`src/dsol_pkg.sv`:
```
package dsol_pkg;

  // List geometry
  localparam int DEPTH = 64;
  localparam int IDX_W = $clog2(DEPTH);
  localparam int CNT_W = $clog2(DEPTH + 1);

  // Field widths
  localparam int ID_W     = 32;
  localparam int KEY_W    = 32;
  localparam int REQ_W    = 2;
  localparam int STATUS_W = 2;
  localparam int POS_W    = 6;
  localparam int TOTAL_W  = 7;

  // Request types
  localparam logic [REQ_W-1:0] REQ_INSERT = REQ_W'(0);
  localparam logic [REQ_W-1:0] REQ_REMOVE = REQ_W'(1);
  localparam logic [REQ_W-1:0] REQ_UPDATE = REQ_W'(2);

  // Result status codes
  localparam logic [STATUS_W-1:0] ST_OK       = STATUS_W'(0);
  localparam logic [STATUS_W-1:0] ST_DUP      = STATUS_W'(1);
  localparam logic [STATUS_W-1:0] ST_NOTFOUND = STATUS_W'(2);
  localparam logic [STATUS_W-1:0] ST_FULL     = STATUS_W'(3);

  // One list entry as stored
  typedef struct packed {
    logic [ID_W-1:0]         id;
    logic signed [KEY_W-1:0] key;
  } entry_t;

  // Memory access from the sequencer
  typedef struct packed {
    logic             we;
    logic [IDX_W-1:0] waddr;
    entry_t           wdata;
    logic [IDX_W-1:0] raddr;
  } mem_req_t;

  // Signed key compare
  function automatic logic key_lt(input logic signed [KEY_W-1:0] a,
                                  input logic signed [KEY_W-1:0] b);
    return a < b;
  endfunction

endpackage

```
`src/dsol_ctrl.sv`:
```
module dsol_ctrl (
  input  logic                              clk,
  input  logic                              rst,
  input  logic                              req_valid,
  output logic                              req_ready,
  input  logic [dsol_pkg::REQ_W-1:0]        req_type,
  input  logic [dsol_pkg::ID_W-1:0]         obj_id,
  input  logic signed [dsol_pkg::KEY_W-1:0] key_y,
  output logic                              rsp_valid,
  input  logic                              rsp_ready,
  output logic [dsol_pkg::STATUS_W-1:0]     status,
  output logic [dsol_pkg::POS_W-1:0]        position,
  output logic [dsol_pkg::TOTAL_W-1:0]      entry_total,
  output dsol_pkg::mem_req_t                mreq,
  input  dsol_pkg::entry_t                  rdata
);
  import dsol_pkg::*;

  localparam logic [2:0] S_IDLE   = 3'd0;
  localparam logic [2:0] S_SEARCH = 3'd1;
  localparam logic [2:0] S_WALK_L = 3'd2;
  localparam logic [2:0] S_WALK_R = 3'd3;
  localparam logic [2:0] S_SHIFT  = 3'd4;
  localparam logic [2:0] S_FIN    = 3'd5;
  localparam logic [2:0] S_DONE   = 3'd6;

  logic [2:0]              state, state_next;
  logic [CNT_W-1:0]        ptr, ptr_next;
  logic [CNT_W-1:0]        hole, hole_next;
  logic [CNT_W-1:0]        count, count_next;
  logic                    first, first_next;
  logic [REQ_W-1:0]        req, req_next;
  logic [ID_W-1:0]         mov_id, mov_id_next;
  logic signed [KEY_W-1:0] mov_key, mov_key_next;
  logic [STATUS_W-1:0]     res_status, res_status_next;
  logic [CNT_W-1:0]        res_pos, res_pos_next;
  logic                    rsp_load;
  logic [CNT_W-1:0]        last;

  assign last      = count - CNT_W'(1);
  assign req_ready = (state == S_IDLE);
  assign rsp_load  = (state == S_DONE) && (!rsp_valid || rsp_ready);

  // Sequencer: id search, then one entry moved per cycle
  always_comb begin
    state_next      = state;
    ptr_next        = ptr;
    hole_next       = hole;
    count_next      = count;
    first_next      = first;
    req_next        = req;
    mov_id_next     = mov_id;
    mov_key_next    = mov_key;
    res_status_next = res_status;
    res_pos_next    = res_pos;
    mreq            = '0;

    unique case (state)
      S_IDLE: begin
        if (req_valid) begin
          req_next        = req_type;
          mov_id_next     = obj_id;
          mov_key_next    = key_y;
          ptr_next        = '0;
          first_next      = 1'b1;
          res_status_next = ST_OK;
          res_pos_next    = '0;
          if (req_type == REQ_INSERT || req_type == REQ_REMOVE ||
              req_type == REQ_UPDATE) begin
            state_next = S_SEARCH;
          end else begin
            state_next = S_DONE;
          end
        end
      end

      S_SEARCH: begin
        priority if (ptr == count) begin
          // id not present
          if (req == REQ_INSERT) begin
            priority if (count == CNT_W'(DEPTH)) begin
              res_status_next = ST_FULL;
              state_next      = S_DONE;
            end else if (count == '0) begin
              hole_next  = '0;
              count_next = count + CNT_W'(1);
              state_next = S_FIN;
            end else begin
              hole_next  = count;
              ptr_next   = last;
              count_next = count + CNT_W'(1);
              state_next = S_WALK_L;
            end
          end else begin
            res_status_next = ST_NOTFOUND;
            state_next      = S_DONE;
          end
        end else if (rdata.id == mov_id) begin
          res_pos_next = ptr;
          hole_next    = ptr;
          unique case (req)
            REQ_INSERT: begin
              res_status_next = ST_DUP;
              state_next      = S_DONE;
            end
            REQ_REMOVE: begin
              if (ptr == last) begin
                count_next = last;
                state_next = S_DONE;
              end else begin
                ptr_next   = ptr + CNT_W'(1);
                state_next = S_SHIFT;
              end
            end
            default: begin
              priority if (ptr != last) begin
                ptr_next   = ptr + CNT_W'(1);
                state_next = S_WALK_R;
              end else if (ptr != '0) begin
                ptr_next   = ptr - CNT_W'(1);
                state_next = S_WALK_L;
              end else begin
                state_next = S_FIN;
              end
            end
          endcase
        end else begin
          ptr_next = ptr + CNT_W'(1);
        end
      end

      // rdata is the entry at ptr, hole is ptr + 1
      S_WALK_L: begin
        if (first ? key_lt(mov_key, rdata.key) : !key_lt(rdata.key, mov_key)) begin
          mreq.we    = 1'b1;
          mreq.waddr = IDX_W'(hole);
          mreq.wdata = rdata;
          hole_next  = ptr;
          first_next = 1'b0;
          if (ptr == '0) begin
            state_next = S_FIN;
          end else begin
            ptr_next = ptr - CNT_W'(1);
          end
        end else begin
          state_next = S_FIN;
        end
      end

      // rdata is the entry at ptr, hole is ptr - 1
      S_WALK_R: begin
        priority if (first ? key_lt(rdata.key, mov_key) : !key_lt(mov_key, rdata.key)) begin
          mreq.we    = 1'b1;
          mreq.waddr = IDX_W'(hole);
          mreq.wdata = rdata;
          hole_next  = ptr;
          first_next = 1'b0;
          if (ptr == last) begin
            state_next = S_FIN;
          end else begin
            ptr_next = ptr + CNT_W'(1);
          end
        end else if (first && hole != '0) begin
          // right neighbour not smaller: try the left side
          ptr_next   = hole - CNT_W'(1);
          state_next = S_WALK_L;
        end else begin
          state_next = S_FIN;
        end
      end

      // Remove: close the gap one entry per cycle
      S_SHIFT: begin
        mreq.we    = 1'b1;
        mreq.waddr = IDX_W'(ptr - CNT_W'(1));
        mreq.wdata = rdata;
        if (ptr == last) begin
          count_next = last;
          state_next = S_DONE;
        end else begin
          ptr_next = ptr + CNT_W'(1);
        end
      end

      // Drop the moving entry into its hole
      S_FIN: begin
        mreq.we      = 1'b1;
        mreq.waddr   = IDX_W'(hole);
        mreq.wdata   = '{id: mov_id, key: mov_key};
        res_pos_next = hole;
        state_next   = S_DONE;
      end

      S_DONE: begin
        if (!rsp_valid || rsp_ready) begin
          state_next = S_IDLE;
        end
      end

      default: begin
        state_next = S_IDLE;
      end
    endcase

    mreq.raddr = IDX_W'(ptr_next);
  end

  always_ff @(posedge clk) begin
    if (rst) begin
      state <= S_IDLE;
      count <= '0;
      first <= 1'b0;
    end else begin
      state <= state_next;
      count <= count_next;
      first <= first_next;
    end
    ptr        <= ptr_next;
    hole       <= hole_next;
    req        <= req_next;
    mov_id     <= mov_id_next;
    mov_key    <= mov_key_next;
    res_status <= res_status_next;
    res_pos    <= res_pos_next;
  end

  // Result register
  always_ff @(posedge clk) begin
    if (rst) begin
      rsp_valid <= 1'b0;
    end else if (rsp_load) begin
      rsp_valid <= 1'b1;
    end else if (rsp_ready) begin
      rsp_valid <= 1'b0;
    end
    if (rsp_load) begin
      status      <= res_status;
      position    <= POS_W'(res_pos);
      entry_total <= TOTAL_W'(count);
    end
  end

endmodule

```
`config.mk`:
```
export PLATFORM = sky130hd
export DESIGN_NAME = dsol_ctrl
export DESIGN_NICKNAME = d
export VERILOG_FILES = /design/src/dsol_pkg.sv /design/src/dsol_ctrl.sv
export SDC_FILE = /design/constraint.sdc
export NUM_CORES = 1
export LEC_CHECK = 0
export BUFFER_PORTS_ARGS = -buffer_cell sky130_fd_sc_hd__buf_2
export CAP_MARGIN = 10
export CORE_MARGIN = 2
export CORE_UTILIZATION = 53
export CTS_BUF_LIST = sky130_fd_sc_hd__clkbuf_16
export CTS_CLUSTER_SIZE = 8
export DETAILED_ROUTE_END_ITERATION = 16
export PLACE_DENSITY = 0.84
export SETUP_SLACK_MARGIN = 0.4
export SYNTH_ARGS = -nofsm -noshare
export SYNTH_HDL_FRONTEND = slang
export SYNTH_SLANG_ARGS = --single-unit
```
`constraint.sdc`:
```
create_clock -name clk -period 5 [get_ports clk]
set_clock_uncertainty 0.1 [all_clocks]
set_input_delay 1 -clock clk [delete_from_list [all_inputs] [get_ports clk]]
set_output_delay 1 -clock clk [all_outputs]
set_load 0.05 [all_outputs]
```
==> results of run 1 <==
## critical path, delay by kind of cell
kind	cells	cell delay (ps)
compound gates	4	1150
buf+inv	5	780
simple gates	4	510
fa+ha+maj	1	260
## final cells by class
type	count	area, um^2	share of cell area [%]
flip-flops and latches	115	3282	30.55
clock inverters	15	133.9	1.246
clock buffers	17	425.4	3.959
inverters	46	177.7	1.654
diodes	6	15.01	0.1397
repair buffers	280	1891	17.60
multi-input cells	566	4589	42.72
well taps	184	230.2	2.143
## kinds of logic (layout without fill, tap and decap cells)
family / Yosys count / in the layout / synth area share, %
other: 0 / 6 / 0
adders and majority gates: 39 / 39 / 6.312
and+or+nand+nor: 225 / 225 / 14.99
muxes: 7 / 7 / 0.9387
buffers and inverters: 109 / 358 / 6.069
DFF: 115 / 115 / 42.34
xor gates and xnor gates: 65 / 65 / 7.364
AOI/OAI and AO/OA: 230 / 230 / 21.99
## per-stage QoR
step	instances	worst slack, ps	area (um^2)	util (%)	hold slack (ps)
after detailed placement	1169	57.88	9171	63.83	306.6
final	1229	183.1	10740	74.77	318.2
after CTS	1218	292.0	10290	71.60	319.7
after global routing	1228	111.5	10740	74.76	325.5
after floorplan	790	358.7	7855	-	300.3
after global placement	1169	64.41	9171	63.83	302.8
## where the power goes
group / internal (uW) / switching (uW)
combinational: 1550 / 2760
clock: 684 / 469
sequential: 1350 / 269
total: 3590 / 3490
## per-layer routing
layer  share of wire [%]  global-route usage (%)  up-vias
met2                  50                   53.91      586
met1                  36                   37.28     3725
met3                 9.0                   7.474      123
met5                   0                       0        -
met4                 5.3                   16.72        0
li1                    -                       -     3470
## repair_timing
item / in CTS / in global routing
gates cloned: 0 / 3
gates resized for setup: 114 / 69
setup buffers: 17 / 2
pin swaps: 35 / 16
setup endpoints to repair: 76 / 76
hold buffers: 0 / 0
## path summary, 6_finish.rpt
check | startpoint | cells after the start | endpoint
hold / removal | res_pos[0]$_DFFE_PP_ | 0 | position[0]$_DFFE_PP_
setup reg to reg | mov_key[17]$_DFFE_PP_ | 12 | hole[3]$_DFFE_PP_
hold reg to reg | res_pos[0]$_DFFE_PP_ | 0 | position[0]$_DFFE_PP_
setup / recovery | rdata[31] | 14 | mreq[27]
## state kept, by name, indices dropped and copies added (netlist names)
name,flops
mov_id,32
mov_key,32
count,7
entry_total,7
hole,7
ptr,7
position,6
res_pos,6
state,3
req,2
res_status,2
status,2
first,1
rsp_valid,1
## cells in the final DEF (no fill, tap or decap), types with 9 or more instances in the layout
| cell type | netlist | final |
|---|---|---|
| a21oi_1 | 33 | 29 |
| a22o_1 | 69 | 9 |
| a22o_2 | 0 | 44 |
| a22o_4 | 0 | 16 |
| a31oi_1 | 13 | 12 |
| buf_2 | 6 | 166 |
| buf_4 | 6 | 86 |
| buf_6 | 4 | 11 |
| buf_8 | 0 | 13 |
| clkbuf_16 | 0 | 20 |
| dfxtp_1 | 18 | 15 |
| edfxtp_1 | 97 | 97 |
| ha_1 | 39 | 25 |
| ha_4 | 0 | 13 |
| inv_1 | 46 | 39 |
| nand2_1 | 50 | 46 |
| nand3_1 | 26 | 26 |
| nand4_1 | 20 | 20 |
| nor2_1 | 48 | 45 |
| nor3_1 | 13 | 11 |
| o211ai_1 | 12 | 12 |
| o21ai_0 | 22 | 19 |
| o21ai_1 | 16 | 18 |
| or3_1 | 11 | 11 |
| xnor2_1 | 54 | 54 |
| xor2_1 | 11 | 11 |
==> impl_results.md, run 1 <==
* Fill cells at 988
* Cells after Synth at 790
* Ports at 228
* Slew Viols, Final at 0
* Vias in the first global route at 7448
* CTS tree: built
* DRT antenna net count at 0
* RSZ-0062 raised after global routing: yes
* Number of synthesized flops with an enable pin at 97
* Worst path slowest cell: a221o_2
* Die area at 15570 um^2
* Outcome: finished, final reports clean
* H-tree levels at 4
* CTS Buf Count at 17
* Largest net degree at the start of global routing at 41
* Core Area at 14370 um^2
* WL per Instance at 22.21 um
* Hold crit path type: reg -> reg
* GRT overflow at 0
* CTS Root Cell: clkbuf_16
* Initial core utilization at 53.81%
* Post-DP HPWL at 18000 um
* Via count at 7904
* Clk slew on worst S/H paths at 50 ps
* Share of layout cells above drive strength 1 at 43.79%
* Peak Freq at 0.2076 GHz
* Syn Nets at 963
* First-pass DRT Iterations at 9
* Synth async-reset ratio at 0%
* # rows at 44
* Final worst path period share at 96.34%
* CP Cell Sequence: buf_2, inv_2, ha_4, and4_4, nand2_1, o211ai_1, nor2_1, a221o_2, buf_6, a31oi_4, nand2_4, buf_4, a22o_1, buf_2
* Crit end category: output pin
* Flops & latches, synth at 115
* Synth warnings at 0
* Largest cells by area after synthesis: edfxtp_1, a22o_1, ha_1, xnor2_1, dfxtp_1
* Die height at 124.8 um
* Setup tns final at 0 ps
* Final WL at 27300 um
* Minimum clock period at 4817 ps
* Synth Area per Inst at 9.786 um^2
* Peak VDD IR at 0.5348 mV
* Via density at 6.431
* WS Path Type: in -> out
* Synth top area share at 37.68%
* Post-Syn Area at 7731 um^2
* Final GP Congestion at 1.044
* Power Dens Cells at 659.4 nW/um^2
* Critical Path RT at 3900 ps
* Leading register cell type out of synthesis: edfxtp_1
* Most frequent cell on the critical path: buf_2
* Power Total at 7084 uW
* Slowest cell delay on critical path at 450 ps
* Critical Path AT at 3720 ps
* Port Buf Inserts at 227
* Relative slew slack at 46.27%
* Leading area contributor after synthesis: edfxtp_1
* CP max FO at 12
* Clk sinks at 115
* Wire length of the first global-routing pass at 38820 um
* Final hold violation count at 0
* Most common cell in the synthesized netlist: edfxtp_1
* Synthesis-to-layout area growth at 38.97%
* Max_cap viols at 0
* Worst-Margin Slew at 806.0 ps
* Clock Path Buffers at 2
* Element type at the critical path start: input port
* Die width at 124.8 um
* Leak at 0.004524 uW
* Clk_lat worst skew at 430 ps
* Seq/Total Area, Yosys at 42.34%
* Yosys cell types at 72
* Nets@finish at 1199
* Reg2Reg Setup Slack at 1480 ps
* GRT Total Usage at 31.74%
* Detailed Route Iter0 Violations at 1005
* Initial antenna violation count at 6
* Final setup violation count at 0
* # DRC at 0
* Commonest cells in the netlist: edfxtp_1, a22o_1, xnor2_1
Power figures use the tool's default switching activity.
==> run 2: changes to the inputs <==
PLACE_DENSITY = 0.79   (was 0.84)
==> run 2 against run 1 <==
Routed wire length up 24%. Non-clock buffer count rose by 17. Critical path type unchanged. Global-route usage is 3.0 points higher.
==> impl_results.md, run 2 (synthesis results as in run 1) <==
* First-pass DRT Iterations at 6 (was 9)
* Die area at 15570 um^2 (unchanged)
* Power Dens Cells at 693.7 nW/um^2 (was 659.4 nW/um^2)
* Pre-CTS setup slack at -14.30 ps (was 57.88 ps)
* Slew Viols, Final at 0 (unchanged)
* Setup tns final at 0 ps (unchanged)
* Seq pwr share at 19.9% (was 22.9%)
* Core Area at 14370 um^2 (unchanged)
* Max_cap viols at 0 (unchanged)
* Worst-Margin Slew at 1169 ps (was 806.0 ps)
* Ports at 228 (unchanged)
* Final GP Congestion at 0.9751 (was 1.044)
* Outcome: finished, final reports clean (unchanged)
* CTS Root Cell: clkbuf_16 (unchanged)
* WL per Instance at 27.14 um (was 22.21 um)
* Relative slew slack at 22.04% (was 46.27%)
* Clk slew on worst S/H paths at 50 ps (about the same)
* Via count at 8524 (was 7904)
* Port Buf Inserts at 227 (unchanged)
* Die height at 124.8 um (unchanged)
* Initial core utilization at 53.81% (unchanged)
* Element type at the critical path start: input port (unchanged)
* CTS tree: built (unchanged)
* Multi-input combinational cell area at 4902 um^2 (was 4589 um^2)
* # DRC at 0 (unchanged)
* Non-Filler Instances at 1252 (was 1229)
* Cts hold-fix bufs at 0 (unchanged)
* Critical Path RT at 3900 ps (about the same)
* Nets@finish at 1217 (was 1199)
* DRT antenna net count at 0 (unchanged)
* Via density at 6.808 (was 6.431)
* Placed cells at 1173 (was 1169)
* Reg area at 3278 um^2 (was 3282 um^2)
* Final WL at 33970 um (was 27300 um)
* Leak at 0.004974 uW (was 0.004524 uW)
* Worst setup margin at 29.76 ps (was 183.1 ps)
* CP max FO at 5 (was 12)
* Peak VDD IR at 0.5531 mV (was 0.5348 mV)
* GRT Total Usage at 34.72% (was 31.74%)
* Clk_lat worst skew at 430 ps (about the same)
* Clock Path Buffers at 2 (unchanged)
* Hold crit path type: reg -> reg (unchanged)
* Cell family with most CP delay: compound AO/OA/AOI/OAI gates (unchanged)
* Synthesis-to-layout area growth at 53.16% (was 38.97%)
* Fill cells at 763 (was 988)
* H-tree levels at 4 (unchanged)
* Most frequent cells in the layout: buf_2, edfxtp_1, xnor2_1 (was buf_2, edfxtp_1, buf_4)
* Minimum clock period at 4970 ps (was 4817 ps)
* Final core utilization at 82.41% (was 74.77%)
* Initial antenna violation count at 10 (was 6)
* GRT overflow at 0 (unchanged)
* Buffers and inverters on the worst path at 7 (was 5)
* Wire length of the first global-routing pass at 42050 um (was 38820 um)
* Worst path slowest cell: ha_4 (was a221o_2)
* Slowest cell delay on critical path at 260 ps (was 450 ps)
* Crit end category: output pin (unchanged)
* Reg2Reg Setup Slack at 1450 ps (was 1480 ps)
* Share of layout cells above drive strength 1 at 45.03% (was 43.79%)
* Sw Share at 47.36% (was 49.33%)
* Vias in the first global route at 7932 (was 7448)
* Final hold violation count at 0 (unchanged)
* # rows at 44 (unchanged)
* Net switching power at 3890 uW (was 3495 uW)
* Peak Freq at 0.2012 GHz (was 0.2076 GHz)
* P_int at 4325 uW (was 3589 uW)
* Post-DP HPWL at 17810 um (was 18000 um)
* Biggest regs: mov_id (32), mov_key (32) (unchanged)
* Die width at 124.8 um (unchanged)
* Post-Place Cell Area at 9201 um^2 (was 9171 um^2)
* Design area at 11840 um^2 (was 10740 um^2)
* WS Path Type: in -> out (unchanged)
* Power share of the clock group at 14.9% (was 16.3%)
* RSZ-0062 raised after global routing: yes (unchanged)
* Final worst path period share at 99.40% (was 96.34%)
* CTS Buf Count at 17 (unchanged)
* Clk sinks at 115 (unchanged)
* Final setup violation count at 0 (unchanged)
* Critical Path AT at 3870 ps (was 3720 ps)
* Combinational share of power at 65.3% (was 60.8%)
* Detailed Route Iter0 Violations at 1108 (was 1005)
* Leading cell type in the layout, fill and taps excluded: buf_2 (unchanged)
* CP Cell Sequence: buf_2, inv_2, ha_4, and4_4, and3_4, nand4_1, a21oi_2, a221o_1, buf_6, a21boi_4, a31oi_4, nand2_4, buf_12, buf_12, buf_16, a22o_4, buf_8 (was buf_2, inv_2, ha_4, and4_4, nand2_1, o211ai_1, nor2_1, a221o_2, buf_6, a31oi_4, nand2_4, buf_4, a22o_1, buf_2)
* Most frequent cell on the critical path: buf_12 (was buf_2)
* Largest net degree at the start of global routing at 44 (was 41)
==> run 2: cell count changes in the layout (fill, tap and decap cells not counted), sizes merged <==
| cell | delta |
|---|---|
| clkinvlp | -2 |
| diode | +5 |
| buf | +16 |
| nand3b | +1 |
| clkbuf | +1 |
| bufinv | +2 |
==> run 2: final cells by class <==
| type | count | area share, % |
|---|---|---|
| clock inverter | 15 | 1.279 |
| timing repair buffer | 297 | 22.31 |
| clock buffer | 17 | 3.593 |
| inverter | 46 | 1.564 |
| multi-input combinational | 567 | 41.40 |
| sequential | 115 | 27.68 |
| antenna | 11 | 0.2325 |
| tap | 184 | 1.944 |
==> run 2: power by group through the flow <==
stage | clock [uW] | sequential (uW) | combinational [uW]
after global placement | 0 | 1580 | 3650
after global routing | 1260 | 1650 | 5530
after detailed placement | 0 | 1580 | 3670
after floorplan | 0 | 1500 | 2850
after CTS | 1200 | 1580 | 4530
final | 1220 | 1630 | 5360
==> run 2: metrics by stage <==
step | hold WS (ps) | power (uW)
floorplan | 300.3 | 4347
global placement | 300.1 | 5225
detailed placement | 304.5 | 5252
CTS | 316.2 | 7318
global route | 322.4 | 8450
finish | 315.8 | 8215
==> run 2: layer usage <==
layer  up-vias  wire length, um  global-route usage [%]
li1       3521                -                       -
met1      4004            11340                   38.27
met2       760            16120                   59.34
met3       239             3279                   9.708
met4         0             3240                   21.15
met5         -                0                       0
==> run 2: repair_timing <==
action | CTS | global route
endpoints found under the setup margin | 77 | 76
gates cloned | 6 | 5
gates resized for setup | 204 | 152
pin swaps | 33 | 26
setup buffers | 17 | 8
endpoints found under the hold margin | 0 | 0
==> run 2: final timing paths <==
| kind | start | end | depth (start not counted) |
|---|---|---|---|
| max | rdata[29] | mreq[56] | 17 |
| min | res_pos[3]$_DFFE_PP_ | position[3]$_DFFE_PP_ | 0 |
| max reg2reg | ptr[2]$_DFF_P_ | count[6]$_SDFFE_PP0P_ | 9 |
| min reg2reg | res_pos[3]$_DFFE_PP_ | position[3]$_DFFE_PP_ | 0 |
==> run 3: changes to the inputs <==
clock period = 4.95 ns   (was 5 ns; I/O delays follow)
==> run 3 against run 2 <==
Worst setup slack improved by 140 ps. Register-to-register slack got worse by 160 ps. Sequential power barely moved. Clock power barely moved. Critical path depth fell by 1. Global-route usage fell by 1.2 points. Final area fell by 7.6%. Sequential share of layout area rose by 2.3 points. Utilization fell by 6.3 points. Sequential cell count did not move. Combinational power fell by 15%. Routed wire length fell by 19%.
==> impl_results.md, run 3 (synthesis results as in run 1) <==
* Outcome: finished, final reports clean (unchanged)
* Synthesis-to-layout area growth at 41.51% (was 53.16%)
* Beginning of the critical path: rdata[15] (was rdata[29])
* Peak Freq at 0.2093 GHz
* Clk_lat worst skew at 430 ps (about the same)
* Final GP Congestion at 0.9795 (was 0.9751)
* CP max FO at 6 (was 5)
* GRT overflow at 0 (unchanged)
* Multi-input combinational cell area at 4531 um^2 (was 4902 um^2)
* Peak VDD IR at 0.4126 mV (was 0.5531 mV)
* Final setup violation count at 0 (unchanged)
* Die width at 124.8 um (unchanged)
* Minimum clock period at 4778 ps
* CTS tree: built (unchanged)
* Slowest cell delay on critical path at 530 ps (was 260 ps)
* CTS Buf Count at 17 (unchanged)
* Worst path slowest cell: or4b_4 (was ha_4)
* First-pass DRT Iterations at 7 (was 6)
* Via count at 7879 (was 8524)
* Slew Viols, Final at 0 (unchanged)
* Via density at 6.344 (was 6.808)
* Cell family with most CP delay: simple AND/OR/NAND/NOR gates (was compound AO/OA/AOI/OAI gates)
* Setup tns final at 0 ps (unchanged)
* Leading cell type in the layout, fill and taps excluded: buf_2 (unchanged)
* GRT Total Usage at 33.47% (was 34.72%)
* Critical Path AT at 3690 ps (was 3870 ps)
* Initial antenna violation count at 3 (was 10)
* Most frequent cells in the layout: buf_2, edfxtp_1, buf_4 (was buf_2, edfxtp_1, xnor2_1)
* Critical Path RT at 3860 ps (was 3900 ps)
* Port Buf Inserts at 227 (unchanged)
* Worst-Margin Slew at 955.0 ps (was 1169 ps)
* Reg2Reg Depth at 14 (was 9)
* Initial core utilization at 53.81% (unchanged)
* Die height at 124.8 um (unchanged)
* Hold path depth at 0 (unchanged)
* Biggest regs: mov_id (32), mov_key (32) (unchanged)
* Wire length of the first global-routing pass at 40780 um (was 42050 um)
* Final core utilization at 76.14% (was 82.41%)
* Placed cells at 1166 (was 1173)
* RSZ-0062 raised after global routing: yes (unchanged)
* Reg area at 3281 um^2 (was 3278 um^2)
* FF-to-FF Start: mov_key[12]$_DFFE_PP_ (was ptr[2]$_DFF_P_)
* Cts hold-fix bufs at 0 (unchanged)
* CTS Root Cell: clkbuf_16 (unchanged)
* Clk sinks at 115 (unchanged)
* Post-DP HPWL at 18100 um (was 17810 um)
* Largest net degree at the start of global routing at 62 (was 44)
* Leak at 0.004631 uW (was 0.004974 uW)
* Most frequent cell on the critical path: buf_6 (was buf_12)
* Element type at the critical path start: input port (unchanged)
* Hold Crit Start: res_status[1]$_SDFFCE_PN0P_ (was res_pos[3]$_DFFE_PP_)
* Relative slew slack at 36.10% (was 22.04%)
* # DRC at 0 (unchanged)
* Nets@finish at 1213 (was 1217)
* # rows at 44 (unchanged)
* H-tree levels at 4 (unchanged)
* Clock Path Buffers at 2 (unchanged)
* Hold crit path type: reg -> reg (unchanged)
* Clk slew on worst S/H paths at 50 ps (about the same)
* Max_cap viols at 0 (unchanged)
* WS Path Type: in -> out (unchanged)
* Vias in the first global route at 7775 (was 7932)
* Stages on worst setup path at 16 (was 17)
* CP Cell Sequence: buf_6, inv_4, ha_4, nand4_1, nor3_4, nand4_1, a21oi_2, a221o_1, nand2_1, buf_6, buf_6, buf_6, nand4_1, o41ai_2, or4b_4, buf_8 (was buf_2, inv_2, ha_4, and4_4, and3_4, nand4_1, a21oi_2, a221o_1, buf_6, a21boi_4, a31oi_4, nand2_4, buf_12, buf_12, buf_16, a22o_4, buf_8)
* Fill cells at 944 (was 763)
* Core Area at 14370 um^2 (unchanged)
* Final WL at 27350 um (was 33970 um)
* Ports at 228 (unchanged)
* Power Dens Cells at 675.9 nW/um^2 (was 693.7 nW/um^2)
* DRT antenna net count at 0 (unchanged)
* Die area at 15570 um^2 (unchanged)
* Final worst path period share at 96.53%
* Non-Filler Instances at 1242 (was 1252)
* WL per Instance at 22.02 um (was 27.14 um)
* Crit end category: output pin (unchanged)
* Share of layout cells above drive strength 1 at 44.82% (was 45.03%)
* Final hold violation count at 0 (unchanged)
* Buffers and inverters on the worst path at 6 (was 7)
* Detailed Route Iter0 Violations at 778 (was 1108)
-- run 3: path summary, 6_finish.rpt --
path                                             to  slack [ps]
worst max-delay path                        mreq[3]         170
worst min-delay path            status[1]$_DFFE_PP_         320
worst max register to register    hole[6]$_DFFE_PP_        1290
worst min register to register  status[1]$_DFFE_PP_         320
-- run 3: layout make-up --
cell class	instances	area share [%]
tap	184	2.104
clock buffer	17	3.888
multi-input combinational	567	41.41
sequential	115	29.99
clock inverter	15	1.430
antenna	5	0.1144
timing repair buffer	293	19.36
inverter	46	1.704
-- run 3: per-stage QoR --
stage | hold slack [ps] | worst slack, ps | total power (uW) | cell area [um^2]
after global placement | 300.4 | 101.8 | 5254 | 9174
final | 321.4 | 172.0 | 7395 | 10940
after global routing | 325.0 | 65.85 | 7673 | 10940
after detailed placement | 305.7 | 19.72 | 5284 | 9174
after floorplan | 300.3 | 350.2 | 4407 | 7884
after CTS | 318.3 | 261.6 | 7150 | 10690
-- run 3: repair_timing --
item	in CTS	in global routing
buffers inserted	26	5
gates resized for setup	157	41
pin swaps	46	25
setup endpoints to repair	76	77
cloned	7	1
-- run 3: worst register-to-register path, cell delays in order (launching register included) --
cell	delay (ps)
edfxtp_1	460
ha_4	310
nand4_1	190
nor3_4	290
nand4_1	130
a21oi_2	150
a221o_1	230
nand2_1	90
buf_6	150
buf_6	110
buf_6	120
buf_4	130
mux2_2	250
a21oi_1	230
o211a_1	400
-- run 3: power by group --
part           internal [uW]  switching (uW)
Sequential              1370             255
Combinational           1680            2870
Clock                    744             476
Total                   3790            3600
-- run 3: layer usage --
layer	up-vias	GRT usage [%]	share of wire [%]
met2	543	57.63	50
met5	-	0	0
met1	3723	38.03	36
li1	3498	-	-
met4	0	17.38	5.3
met3	115	9.021	9.0
